==> src/rtl/rdq_pkg.sv <==
package rdq_pkg;

  localparam int unsigned CAPACITY   = 16;
  localparam int unsigned DATA_WIDTH = 32;
  localparam int unsigned IDX_W      = $clog2(CAPACITY);
  localparam int unsigned CNT_W      = $clog2(CAPACITY + 1);

  localparam logic [2:0] ACT_PUSH_BACK  = 3'd0;
  localparam logic [2:0] ACT_PUSH_FRONT = 3'd1;
  localparam logic [2:0] ACT_POP_BACK   = 3'd2;
  localparam logic [2:0] ACT_POP_FRONT  = 3'd3;
  localparam logic [2:0] ACT_CLEAR      = 3'd4;

  typedef struct packed {
    logic [2:0]  action;
    logic [31:0] item_value;
  } in_word_t;

  typedef struct packed {
    logic [31:0] popped_value;
    logic        empty_error;
    logic        overwrote;
    logic [4:0]  fill_count;
    logic        is_empty_flag;
    logic        is_full_flag;
  } out_word_t;

  typedef struct packed {
    logic load;
    logic push;
    logic at_front;
    logic pop;
    logic at_back;
    logic clear;
    logic err;
    logic over;
  } rdq_cmd_t;

  typedef struct packed {
    logic empty;
    logic full;
  } rdq_stat_t;

endpackage

==> src/rtl/rdq_ctrl.sv <==
module rdq_ctrl
  import rdq_pkg::*;
(
  input  logic      clk_i,
  input  logic      rst_ni,
  input  logic      in_valid_i,
  input  logic [2:0] action_i,
  input  logic      out_stall_i,
  input  rdq_stat_t stat_i,
  output logic      in_stall_o,
  output logic      out_valid_o,
  output rdq_cmd_t  cmd_o
);

  localparam logic ST_IDLE = 1'b0;
  localparam logic ST_HOLD = 1'b1;

  logic st_q, st_d;
  logic load;

  assign in_stall_o  = (st_q == ST_HOLD) && out_stall_i;
  assign load        = in_valid_i && !in_stall_o;
  assign out_valid_o = (st_q == ST_HOLD);

  always_comb begin
    st_d = st_q;
    unique case (st_q)
      ST_IDLE: begin
        if (load) st_d = ST_HOLD;
      end
      ST_HOLD: begin
        if (!load && !out_stall_i) st_d = ST_IDLE;
      end
      default: st_d = ST_IDLE;
    endcase
  end

  always_ff @(posedge clk_i or negedge rst_ni) begin
    if (!rst_ni) begin
      st_q <= ST_IDLE;
    end else begin
      st_q <= st_d;
    end
  end

  always_comb begin
    cmd_o      = '0;
    cmd_o.load = load;
    unique case (action_i)
      ACT_PUSH_BACK: begin
        cmd_o.push = load;
        cmd_o.over = stat_i.full;
      end
      ACT_PUSH_FRONT: begin
        cmd_o.push     = load;
        cmd_o.at_front = 1'b1;
        cmd_o.over     = stat_i.full;
      end
      ACT_POP_BACK: begin
        cmd_o.pop     = load && !stat_i.empty;
        cmd_o.at_back = 1'b1;
        cmd_o.err     = stat_i.empty;
      end
      ACT_POP_FRONT: begin
        cmd_o.pop = load && !stat_i.empty;
        cmd_o.err = stat_i.empty;
      end
      ACT_CLEAR: begin
        cmd_o.clear = load;
      end
      default: begin
      end
    endcase
  end

endmodule

==> src/rtl/rdq_datapath.sv <==
module rdq_datapath
  import rdq_pkg::*;
(
  input  logic        clk_i,
  input  logic        rst_ni,
  input  rdq_cmd_t    cmd_i,
  input  logic [31:0] item_value_i,
  output rdq_stat_t   stat_o,
  output out_word_t   out_word_o
);

  localparam logic [IDX_W-1:0] LAST_IDX = IDX_W'(CAPACITY - 1);
  localparam logic [CNT_W-1:0] FULL_CNT = CNT_W'(CAPACITY);

  logic [DATA_WIDTH-1:0] mem_q [CAPACITY];
  logic [IDX_W-1:0] front_q, front_d, back_q, back_d;
  logic [CNT_W-1:0] count_q, count_d;
  logic [IDX_W-1:0] front_nx, front_pv, back_nx, back_pv;
  logic [IDX_W-1:0] wr_addr, rd_addr;
  logic [DATA_WIDTH-1:0] rd_q;
  logic err_q, over_q;
  logic [CNT_W-1:0] cnt_out_q;

  assign front_nx = (front_q == LAST_IDX) ? '0 : front_q + 1'b1;
  assign front_pv = (front_q == '0) ? LAST_IDX : front_q - 1'b1;
  assign back_nx  = (back_q == LAST_IDX) ? '0 : back_q + 1'b1;
  assign back_pv  = (back_q == '0) ? LAST_IDX : back_q - 1'b1;

  assign stat_o.empty = (count_q == '0);
  assign stat_o.full  = (count_q == FULL_CNT);

  assign wr_addr = cmd_i.at_front ? front_pv : back_q;
  assign rd_addr = cmd_i.at_back ? back_pv : front_q;

  always_comb begin
    front_d = front_q;
    back_d  = back_q;
    count_d = count_q;
    if (cmd_i.clear) begin
      front_d = '0;
      back_d  = '0;
      count_d = '0;
    end else if (cmd_i.push) begin
      if (cmd_i.at_front) begin
        front_d = front_pv;
        if (stat_o.full) back_d = back_pv;
      end else begin
        back_d = back_nx;
        if (stat_o.full) front_d = front_nx;
      end
      if (!stat_o.full) count_d = count_q + 1'b1;
    end else if (cmd_i.pop) begin
      if (cmd_i.at_back) back_d = back_pv;
      else front_d = front_nx;
      count_d = count_q - 1'b1;
    end
  end

  always_ff @(posedge clk_i or negedge rst_ni) begin
    if (!rst_ni) begin
      front_q <= '0;
      back_q  <= '0;
      count_q <= '0;
    end else begin
      front_q <= front_d;
      back_q  <= back_d;
      count_q <= count_d;
    end
  end

  always_ff @(posedge clk_i) begin
    if (cmd_i.push) begin
      mem_q[wr_addr] <= item_value_i[DATA_WIDTH-1:0];
    end
  end

  always_ff @(posedge clk_i) begin
    if (cmd_i.load) begin
      rd_q      <= cmd_i.pop ? mem_q[rd_addr] : '0;
      err_q     <= cmd_i.err;
      over_q    <= cmd_i.over;
      cnt_out_q <= count_d;
    end
  end

  assign out_word_o.popped_value  = 32'(rd_q);
  assign out_word_o.empty_error   = err_q;
  assign out_word_o.overwrote     = over_q;
  assign out_word_o.fill_count    = 5'(cnt_out_q);
  assign out_word_o.is_empty_flag = (cnt_out_q == '0);
  assign out_word_o.is_full_flag  = (cnt_out_q == FULL_CNT);

endmodule

==> src/rtl/ring_deque_overwrite_top.sv <==
// Double-ended ring buffer of 16 words of 32 bits. Each input word carries one action:
// push back, push front, pop back, pop front or clear, and yields exactly one output word
// with the popped data (zero unless a pop succeeded), the error and overwrite flags, and the
// fill count with its empty and full flags after the action. A push onto a full buffer drops
// the element at the opposite end; a pop on an empty buffer changes nothing. Each action
// completes at its accepting edge: the pointers, the count and the register-file write or read
// all settle there, and the result is held in the output register until taken, so a new word
// is accepted every cycle that the output side does not stall.
module ring_deque_overwrite_top
  import rdq_pkg::*;
(
  input  logic      clk_i,
  input  logic      rst_ni,
  input  logic      in_valid_i,
  output logic      in_stall_o,
  input  in_word_t  in_word_i,
  output logic      out_valid_o,
  input  logic      out_stall_i,
  output out_word_t out_word_o
);

  rdq_cmd_t  cmd;
  rdq_stat_t stat;

  rdq_ctrl u_ctrl (
    .clk_i       (clk_i),
    .rst_ni      (rst_ni),
    .in_valid_i  (in_valid_i),
    .action_i    (in_word_i.action),
    .out_stall_i (out_stall_i),
    .stat_i      (stat),
    .in_stall_o  (in_stall_o),
    .out_valid_o (out_valid_o),
    .cmd_o       (cmd)
  );

  rdq_datapath u_datapath (
    .clk_i        (clk_i),
    .rst_ni       (rst_ni),
    .cmd_i        (cmd),
    .item_value_i (in_word_i.item_value),
    .stat_o       (stat),
    .out_word_o   (out_word_o)
  );

endmodule
==> config.mk <==
export PLATFORM = sky130hd
export DESIGN_NAME = ring_deque_overwrite_top
export DESIGN_NICKNAME = d
export VERILOG_FILES = /design/src/rtl/rdq_pkg.sv /design/src/rtl/rdq_ctrl.sv /design/src/rtl/rdq_datapath.sv /design/src/rtl/ring_deque_overwrite_top.sv
export SDC_FILE = /design/constraint.sdc
export NUM_CORES = 1
export LEC_CHECK = 0
export ABC_AREA = 0
export BUFFER_PORTS_ARGS = -buffer_cell sky130_fd_sc_hd__buf_2
export CORE_ASPECT_RATIO = 0.75
export CORE_MARGIN = 2
export CORE_UTILIZATION = 56
export CTS_CLUSTER_SIZE = 30
export DETAILED_ROUTE_END_ITERATION = 10
export GPL_ROUTABILITY_DRIVEN = 0
export GPL_TIMING_DRIVEN = 1
export PLACE_DENSITY = 0.76
export SYNTH_ARGS = -nofsm -noshare
export SYNTH_HDL_FRONTEND = slang
export SYNTH_SLANG_ARGS = --single-unit
==> constraint.sdc <==
create_clock -name clk_i -period 3.8 [get_ports clk_i]
set_input_delay 0.57 -clock clk_i [delete_from_list [all_inputs] [get_ports clk_i]]
set_output_delay 0.57 -clock clk_i [all_outputs]
set_load 0.005 [all_outputs]
### After elaboration in Yosys (flattened, before gate mapping)

Memory sizes are Yosys's and may differ from the RTL's. A register that Yosys moved wholly into a read port is not among the register bits.
Index checks and enable logic that the tools add are counted.
W data, S select, Z words.

| operators by class | value |
|---|---|
| add/subtract/negate cells | 6 |
| equality and inequality tests | 11 |
| multiplexer cells | 32 |
| bitwise logic cells | 1 |
| reduce and logical (&&, ||, !) cells | 20 |

Operators by type and width:

| cell | count |
|---|---|
| $mux W4 | 18 |
| $mux W5 | 4 |
| $eq A5 B5 Y1 const B | 2 |
| $logic_not A5 Y1 | 2 |
| $mux W1 | 9 |
| $add A4 B1 Y4 const B | 2 |
| $eq A4 B4 Y1 const B | 2 |
| $logic_not A4 Y1 | 2 |
| $sub A4 B1 Y4 const B | 2 |
| $eq A3 B2 Y1 const B | 2 |
| $reduce_and A3 Y1 | 2 |
| $reduce_bool A3 Y1 | 2 |
| $add A5 B1 Y5 const B | 1 |
| $logic_not A1 Y1 | 5 |
| $sub A5 B1 Y5 const B | 1 |
| $logic_and A1 B1 Y1 | 4 |
| $ne A4 B2 Y1 const B | 1 |
| $ne A4 B4 Y1 const B | 1 |
| $reduce_or A2 Y1 | 2 |
| $eq A3 B1 Y1 const B | 1 |
| $eq A3 B3 Y1 const B | 1 |
| $logic_not A3 Y1 | 1 |
| $ne A3 B3 Y1 const B | 1 |
| $pmux W1 S2 | 1 |
| $not A1 Y1 | 1 |

| storage, ports and cells | value |
|---|---|
| register bits | 21 |
| RAM bits | 512 |
| output and inout port bits | 43 |
| logic and storage cells | 78 |
| memories kept | 1 |

Memory list:

| memory | words | width | read ports | clocked after Yosys merged registers in | write ports | line | source |
|---|---|---|---|---|---|---|---|
| u_datapath.mem_q | 16 | 32 | 1 | 1 | 1 | rdq_datapath.sv:15 | `logic [DATA_WIDTH-1:0] mem_q [CAPACITY];` |

### Longest topological paths before layout

Gate-level depths: netlist of run 1.

| logic depth | value |
|---|---|
| depth in word-level cells | 8 |
| mapped depth | 11 |

### Hierarchy

A second synthesis of run 1 with hierarchy kept.

| unflattened totals | value |
|---|---|
| cells, all modules | 1,011 |
| area, all modules | 21,735.8 um^2 |

By module, submodules not included:

| module | times used | cells an instance | area an instance (um^2) | seq. area each (um^2) |
|---|---|---|---|---|
| rdq_datapath | 1 | 996 | 21,597.0 | 16,871.2 |
| rdq_ctrl | 1 | 15 | 138.9 | 25.0 |

### Least setup slack after synthesis of run 1

OpenSTA, ideal clock, no wires.

| timing path | value |
|---|---|
| kind | input to register |
| start point | input in_valid_i |
| end point | memory u_datapath.mem_q[7][0] (enable) |
| library setup time | 0.421 ns |
| arrival | 3.842 ns |
| data required time | 3.379 ns |
| setup slack | -0.463 ns |
| stages on the path | 6 |
| cell sequence | a21bo_2 -> buf_2 -> inv_1 -> nand2_1 -> or3_1 -> nor2_1 |

| on the way | value |
|---|---|
| longest elaborated chain between the ends | 4 |

Ends and longest elaborated chain:

| item | line | source |
|---|---|---|
| from (decl) | ring_deque_overwrite_top.sv:14 | `input logic in_valid_i,` |
| $logic_and A1 B1 Y1 | rdq_ctrl.sv:22 | `assign load = in_valid_i && !in_stall_o;` |
| via u_ctrl.load | rdq_ctrl.sv:19 | `logic load;` |
| $mux W1 | rdq_ctrl.sv:49 | `unique case (action_i)` |
| $mux W1 | rdq_datapath.sv:72 | `if (cmd_i.push) begin` |
| $mux W1 (not written as such) | rdq_datapath.sv:73 | `mem_q[wr_addr] <= item_value_i[DATA_WIDTH-1:0];` |
| to (decl) | rdq_datapath.sv:15 |  |

The timed path passes the listed nets, and every way through them passes these cells.

### Worst setup path in the final report of run 1

| timing path | value |
|---|---|
| start point | register u_datapath.back_q[0] |
| end point | register u_datapath.rd_q[11] (read register of u_datapath.mem_q), data pin |

| on the way | value |
|---|---|
| longest elaborated chain between the ends | 3 |

Ends and longest elaborated chain:

| item | line | source |
|---|---|---|
| from (decl) | rdq_datapath.sv:16 | `logic [IDX_W-1:0] front_q, front_d, back_q, back_d;` |
| from (signal assigned) | rdq_datapath.sv:66 | `back_q <= back_d;` |
| $sub A4 B1 Y4 / $logic_not A4 Y1 (equally long branches) | rdq_datapath.sv:27 | `assign back_pv = (back_q == '0) ? LAST_IDX : back_q - 1'b1;` |
| $mux W4 (*) | rdq_datapath.sv:27 |  |
| $mux W4 (*) | rdq_datapath.sv:33 | `assign rd_addr = cmd_i.at_back ? back_pv : front_q;` |
| to (decl) | rdq_datapath.sv:20 | `logic [DATA_WIDTH-1:0] rd_q;` |

Every way passes the cells marked *; elsewhere a longest branch is shown, timed or not.
A chain may end at the register's enable or synchronous reset.

==> results of run 1 <==
sequential cells by signal, summed over array words and instances, names as in the netlist:
name	flops
u_datapath.err_q	1
u_datapath.count_q	5
u_ctrl.out_valid_o	1
u_datapath.over_q	1
u_datapath.mem_q	512
u_datapath.cnt_out_q	5
u_datapath.back_q	4
u_datapath.front_q	4
u_datapath.rd_q	32
cells in the final DEF, fill, tap and decap left out, types with 3 or more instances in the layout:
cell | netlist | routed
a211oi_1 | 62 | 62
a21oi_1 | 11 | 11
a221oi_1 | 116 | 116
a22o_1 | 32 | 32
a31oi_1 | 65 | 65
buf_12 | 0 | 22
buf_2 | 30 | 81
buf_4 | 15 | 32
bufinv_16 | 0 | 3
clkbuf_1 | 53 | 15
clkbuf_16 | 0 | 54
clkinv_1 | 1 | 10
clkinv_2 | 0 | 7
clkinvlp_4 | 0 | 3
dfrtp_1 | 14 | 14
edfxtp_1 | 551 | 551
ha_1 | 6 | 6
inv_1 | 76 | 75
mux2_2 | 12 | 12
mux2i_1 | 123 | 123
nand2_1 | 140 | 140
nand3_1 | 7 | 7
nand4bb_1 | 3 | 3
nor2_1 | 29 | 13
nor2_4 | 0 | 16
nor3_1 | 5 | 5
o211ai_1 | 7 | 7
o21ai_0 | 14 | 14
o221a_2 | 5 | 5
o221ai_1 | 5 | 5
o311ai_0 | 3 | 3
o31ai_1 | 8 | 8
o32ai_4 | 0 | 3
or2_2 | 4 | 4
or3_1 | 3 | 3
or4_1 | 4 | 4
logic make-up after synthesis:
family	after synthesis	synth area share
AOI/OAI and AO/OA	349	0.120
xor gates and xnor gates	4	0.00152
adders and majority gates	6	0.00327
buffers and inverters	188	0.0385
DFF	565	0.735
muxes	135	0.0595
and+or+nand+nor	214	0.0422
worst register-to-register path, stage by stage, from the launching register on:
cell and delay [ns]:
dfrtp_1 0.53, inv_1 0.11, ha_1 0.29, xor2_1 0.49, o32a_2 0.66, buf_4 0.48, a221oi_1 0.10, a221oi_1 0.34
a22o_1 0.20
power breakdown:
group	switching, mW	leakage, nW	internal, mW
logic	3.03	3.03	1.70
clock network	2.21	0.782	2.81
registers	0.181	5.16	7.06
routing by layer:
layer,vias to the layer above,part of all wire,wire length (um),global-route usage
met5,-,0.00012,7,0
met4,2,0.027,1540,0.0820
met3,120,0.099,5640,0.0570
met2,791,0.47,26900,0.426
met1,6888,0.40,23100,0.379
li1,5997,-,-,-
repair_timing:
item	CTS	global route
hold buffers	1	0
setup endpoints to repair	0	0
gates resized for setup	0	0
endpoints found under the hold margin	14	0
final cells by class:
| type | count | area, um^2 | share of cell area |
|---|---|---|---|
| Antenna cell | 2 | 5.00 | 0.000193 |
| Clock buffer | 69 | 1410 | 0.0542 |
| Clock inverter | 25 | 213 | 0.00819 |
| Inverter | 77 | 289 | 0.0111 |
| Multi-Input combinational cell | 708 | 5410 | 0.208 |
| Sequential cell | 565 | 16900 | 0.651 |
| Tap cell | 528 | 661 | 0.0254 |
| Timing Repair Buffer | 136 | 1100 | 0.0422 |
final timing paths:
check | start | endpoint | slack (ns) | cells past startpoint
max | u_datapath.back_q[0] | u_datapath.rd_q[11] | 0.47 | 8
max reg2reg | u_datapath.back_q[0] | u_datapath.rd_q[11] | 0.47 | 8
max in group asynchronous | rst_ni | u_datapath.back_q[0] | 3.10 | 2
min | in_valid_i | u_ctrl.out_valid_o | 0.20 | 2
min in group asynchronous | rst_ni | u_ctrl.out_valid_o | 0.43 | 2
min reg2reg | u_datapath.count_q[3] | u_datapath.count_q[3] | 0.61 | 1
metrics by stage:
stage,setup slack [ns],hold WS (ns),utilization
after floorplan,-0.463,0.274,-
after global placement,0.646,0.492,0.599
after detailed placement,0.501,0.498,0.599
after CTS,0.533,0.191,0.640
after global routing,0.328,0.207,0.640
final,0.467,0.200,0.640
==> reports/qor.csv, run 1 <==
metric,value,unit
fp-row-count,64,
yosys_most_used_dff,edfxtp_1,
synth_seq_cells,565,
synthTopCellsByCount,"551 x edfxtp_1, 140 x nand2_1, 123 x mux2i_1",
path_class,register to register,
fmax,0.300,GHz
crit_chain,"inv_1, ha_1, xor2_1, o32a_2, buf_4, a221oi_1, a221oi_1, a22o_1",
worstPathRequired,4.25,ns
worstPathArrival,3.78,ns
post_synth_main_area_contributors,"edfxtp_1 72%, mux2i_1 5.4%, a221oi_1 4.4%",
postSynthAreaPerCell,15.7,um^2
pin_count,82,
core_area,40600,um^2
grt_max_degree,65,
dr.pass1.iters,5,
p_leak,8.97,nW
cpPeakStageDelay,0.66,ns
die-height,179,um
port_buffers,81,
start_kind,register,
first_iter_violations,1858,
die_w,238,um
wl_per_cell,27.1,um
cp-end-kind,register,
nets,1585,
grt_pass1_wl,85.7,mm
tritoncts,done,
numPlacedInstances,2013,
slew_headroom,0.370,
final_cell_count_no_fill,2110,
syn-cell-area,23000,um^2
path_delay_family,compound AO/OA/AOI/OAI gates,
hp-class,primary input to register,
yosys_warnings,0,
power_density,654,nW/um^2
yosysTopAreaCellShare,0.720,
cts.htree.levels,2,
antenna_found_initial,3,
dieArea,42700,um^2
cts_setup_buffers,0,
numCtsBuffers,52,
status,"complete, no violations",
drv_cap,0,
ir_drop,476,uV
initial_core_util,0.566,
maxSlewViolCount,0,
crit_fanout,21,
fin_area,26000,um^2
clockRootBuffer,clkbuf_16,
seq_area_frac_synth,0.735,
syn2layout_area_growth,13.0,%
dpl-instance-area,24300,um^2
worst_path_most_repeated_cell,a221oi_1,
crit_slowest_cell,o32a_2,
power,17.0,mW
syn-num-nets,1506,
overflow,0,
hpwlAfterDp,29.4,mm
final_layout_size_suffix_gt1_frac,0.167,
fin_skew,0.0167,ns
period_share,0.877,
clk_pin_slew_worst_paths,0.06,ns
vias_per_cell,6.54,
grt_pass1_vias,13600,
setup_viol,0,
ant_nets,0,
grt.total_usage,0.269,
tightest_slew,0.945,ns
fin_setup_tns,0,ns
synth_top_area_cell,edfxtp_1,
synth-edff-count,551,
wirelength,57.2,mm
via_count,13800,
insertion_delay,0.58,ns
final_hold_viol_count,0,
clock-sinks,565,
cts_buffer_depth,3,
fillers,2707,
crit_buf_inv,2,
netlist_instances,1461,
drc,0,
yosysMostFrequentCell,edfxtp_1,
rsz0062_at_grt,false,
synthArstFlopShare,0.0248,
ys_types,61,
period_minus_slack,3.33,ns
(Power assumes the default switching activity.)
==> inputs of run 2 (changes only) <==
--- a/config.mk
+++ b/config.mk
@@ -14,7 +14,7 @@
 export DETAILED_ROUTE_END_ITERATION = 10
 export GPL_ROUTABILITY_DRIVEN = 0
 export GPL_TIMING_DRIVEN = 1
-export PLACE_DENSITY = 0.76
+export PLACE_DENSITY_LB_ADDON = 0.12
 export SYNTH_ARGS = -nofsm -noshare
 export SYNTH_HDL_FRONTEND = slang
 export SYNTH_SLANG_ARGS = --single-unit
==> reports/qor.csv, run 2 (synthesized netlist as in run 1, its figures left out) <==
metric,value,unit
status,"complete, no violations",
cts_buffer_depth,3,
fin_skew,0.0200,ns
period_minus_slack,3.31,ns
period_share,0.872,
die-height,179,um
clk_pin_slew_worst_paths,0.06,ns
pin_count,82,
antenna_found_initial,0,
grt_max_degree,66,
grt_pass1_wl,85.8,mm
drc,0,
maxSlewViolCount,0,
crit_chain,"inv_1, ha_1, nor2_1, a2111oi_0, buf_4, o21ai_4, buf_4, a31oi_1, a22o_1",
final_hold_viol_count,0,
wirelength,57.8,mm
rsz0062_at_grt,false,
vias_per_cell,6.45,
largest_reg_flops,512,
hp-class,primary input to register,
nets,1600,
worstPathArrival,3.64,ns
slew_headroom,0.211,
start_kind,register,
crit_fanout,23,
setup_slack,0.488,ns
grt.total_usage,0.271,
first_iter_violations,1642,
n_antenna_cell,0,
dr.pass1.iters,6,
ir_drop,426,uV
worstPathRequired,4.13,ns
insertion_delay,0.58,ns
hpwlAfterDp,30.4,mm
p_leak,9.15,nW
clockRootBuffer,clkbuf_16,
cp-end-kind,register,
port_buffers,81,
top_regs,"u_datapath.mem_q x512, u_datapath.rd_q x32",
overflow,0,
fp-row-count,64,
final_common_cell,edfxtp_1,
crit_buf_inv,3,
wl_per_cell,27.2,um
cts.htree.levels,2,
die_w,238,um
clock-sinks,565,
worst_path_most_repeated_cell,buf_4,
tritoncts,done,
final_layout_size_suffix_gt1_frac,0.181,
crit_slowest_cell,o21ai_4,
grt_pass1_vias,13300,
fin_setup_tns,0,ns
via_count,13700,
fmax,0.302,GHz
regMostFlops,u_datapath.mem_q,
initial_core_util,0.566,
layout_common_cells,"551 x edfxtp_1, 140 x nand2_1, 123 x mux2i_1",
path_delay_family,compound AO/OA/AOI/OAI gates,
power,17.7,mW
pre_cts_ws,0.500,ns
dieArea,42700,um^2
tightest_slew,1.18,ns
ant_nets,0,
power_density,672,nW/um^2
setup_viol,0,
cpPeakStageDelay,0.88,ns
syn2layout_area_growth,14.3,%
path_class,register to register,
drv_cap,0,
numCtsBuffers,54,
cts_setup_buffers,0,
core_area,40600,um^2
[run 2: cell count changes in the layout (fill, tap and decap cells not counted), sizes merged]
| cell | change |
|---|---|
| buf | +13 |
| clkinv | +6 |
| clkbuf | -6 |
| bufinv | +6 |
| diode | -2 |
[run 2: cell type report]
| type | instances | area, um^2 |
|---|---|---|
| Multi-Input combinational cell | 708 | 5410 |
| Tap cell | 528 | 661 |
| Fill cell | 2873 | 14300 |
| Clock inverter | 37 | 412 |
| Sequential cell | 565 | 16900 |
| Clock buffer | 63 | 1410 |
| Inverter | 77 | 289 |
| Timing Repair Buffer | 149 | 1210 |
[run 2: path summary, 6_finish.rpt]
path | to | slack (ns) | startpoint | cells after the start
hold reg to reg | u_datapath.count_q[3] | 0.64 | u_datapath.count_q[3] | 1
max in group asynchronous | u_datapath.front_q[0] | 3.08 | rst_ni | 2
hold / removal | u_ctrl.out_valid_o | 0.21 | in_valid_i | 2
setup reg to reg | u_datapath.rd_q[3] | 0.49 | u_datapath.back_q[0] | 9
min in group asynchronous | u_datapath.back_q[3] | 0.44 | rst_ni | 2
setup / recovery | u_datapath.rd_q[3] | 0.49 | u_datapath.back_q[0] | 9
[run 2: repair_timing]
action                                 in CTS  in global routing
hold buffers                                1                  0
gates resized for setup                     0                  0
setup endpoints to repair                   0                  0
endpoints found under the hold margin      14                  0
[run 2: through the flow]
stage	instance area (um^2)	utilization	cells	hold WS, ns
3_5_place_dp	24400	0.602	2026	0.494
2_1_floorplan	23000	-	1461	0.274
5_1_grt	26300	0.647	2127	0.207
6_report	26300	0.647	2127	0.213
3_3_place_gp	24400	0.602	2026	0.494
4_1_cts	26300	0.647	2127	0.188
[run 2: routing by layer]
metal	wire, um	global-route usage	vias to the layer above
met5	0	0	-
met4	1130	0.0649	0
met3	5020	0.0528	92
met2	27200	0.424	657
met1	24500	0.396	6953
li1	-	-	6021
[run 2: where the power goes]
part / switching [mW] / internal [mW] / total, mW
Sequential: 0.199 / 7.06 / 7.26
Clock: 2.28 / 3.26 / 5.53
Combinational: 3.07 / 1.79 / 4.86
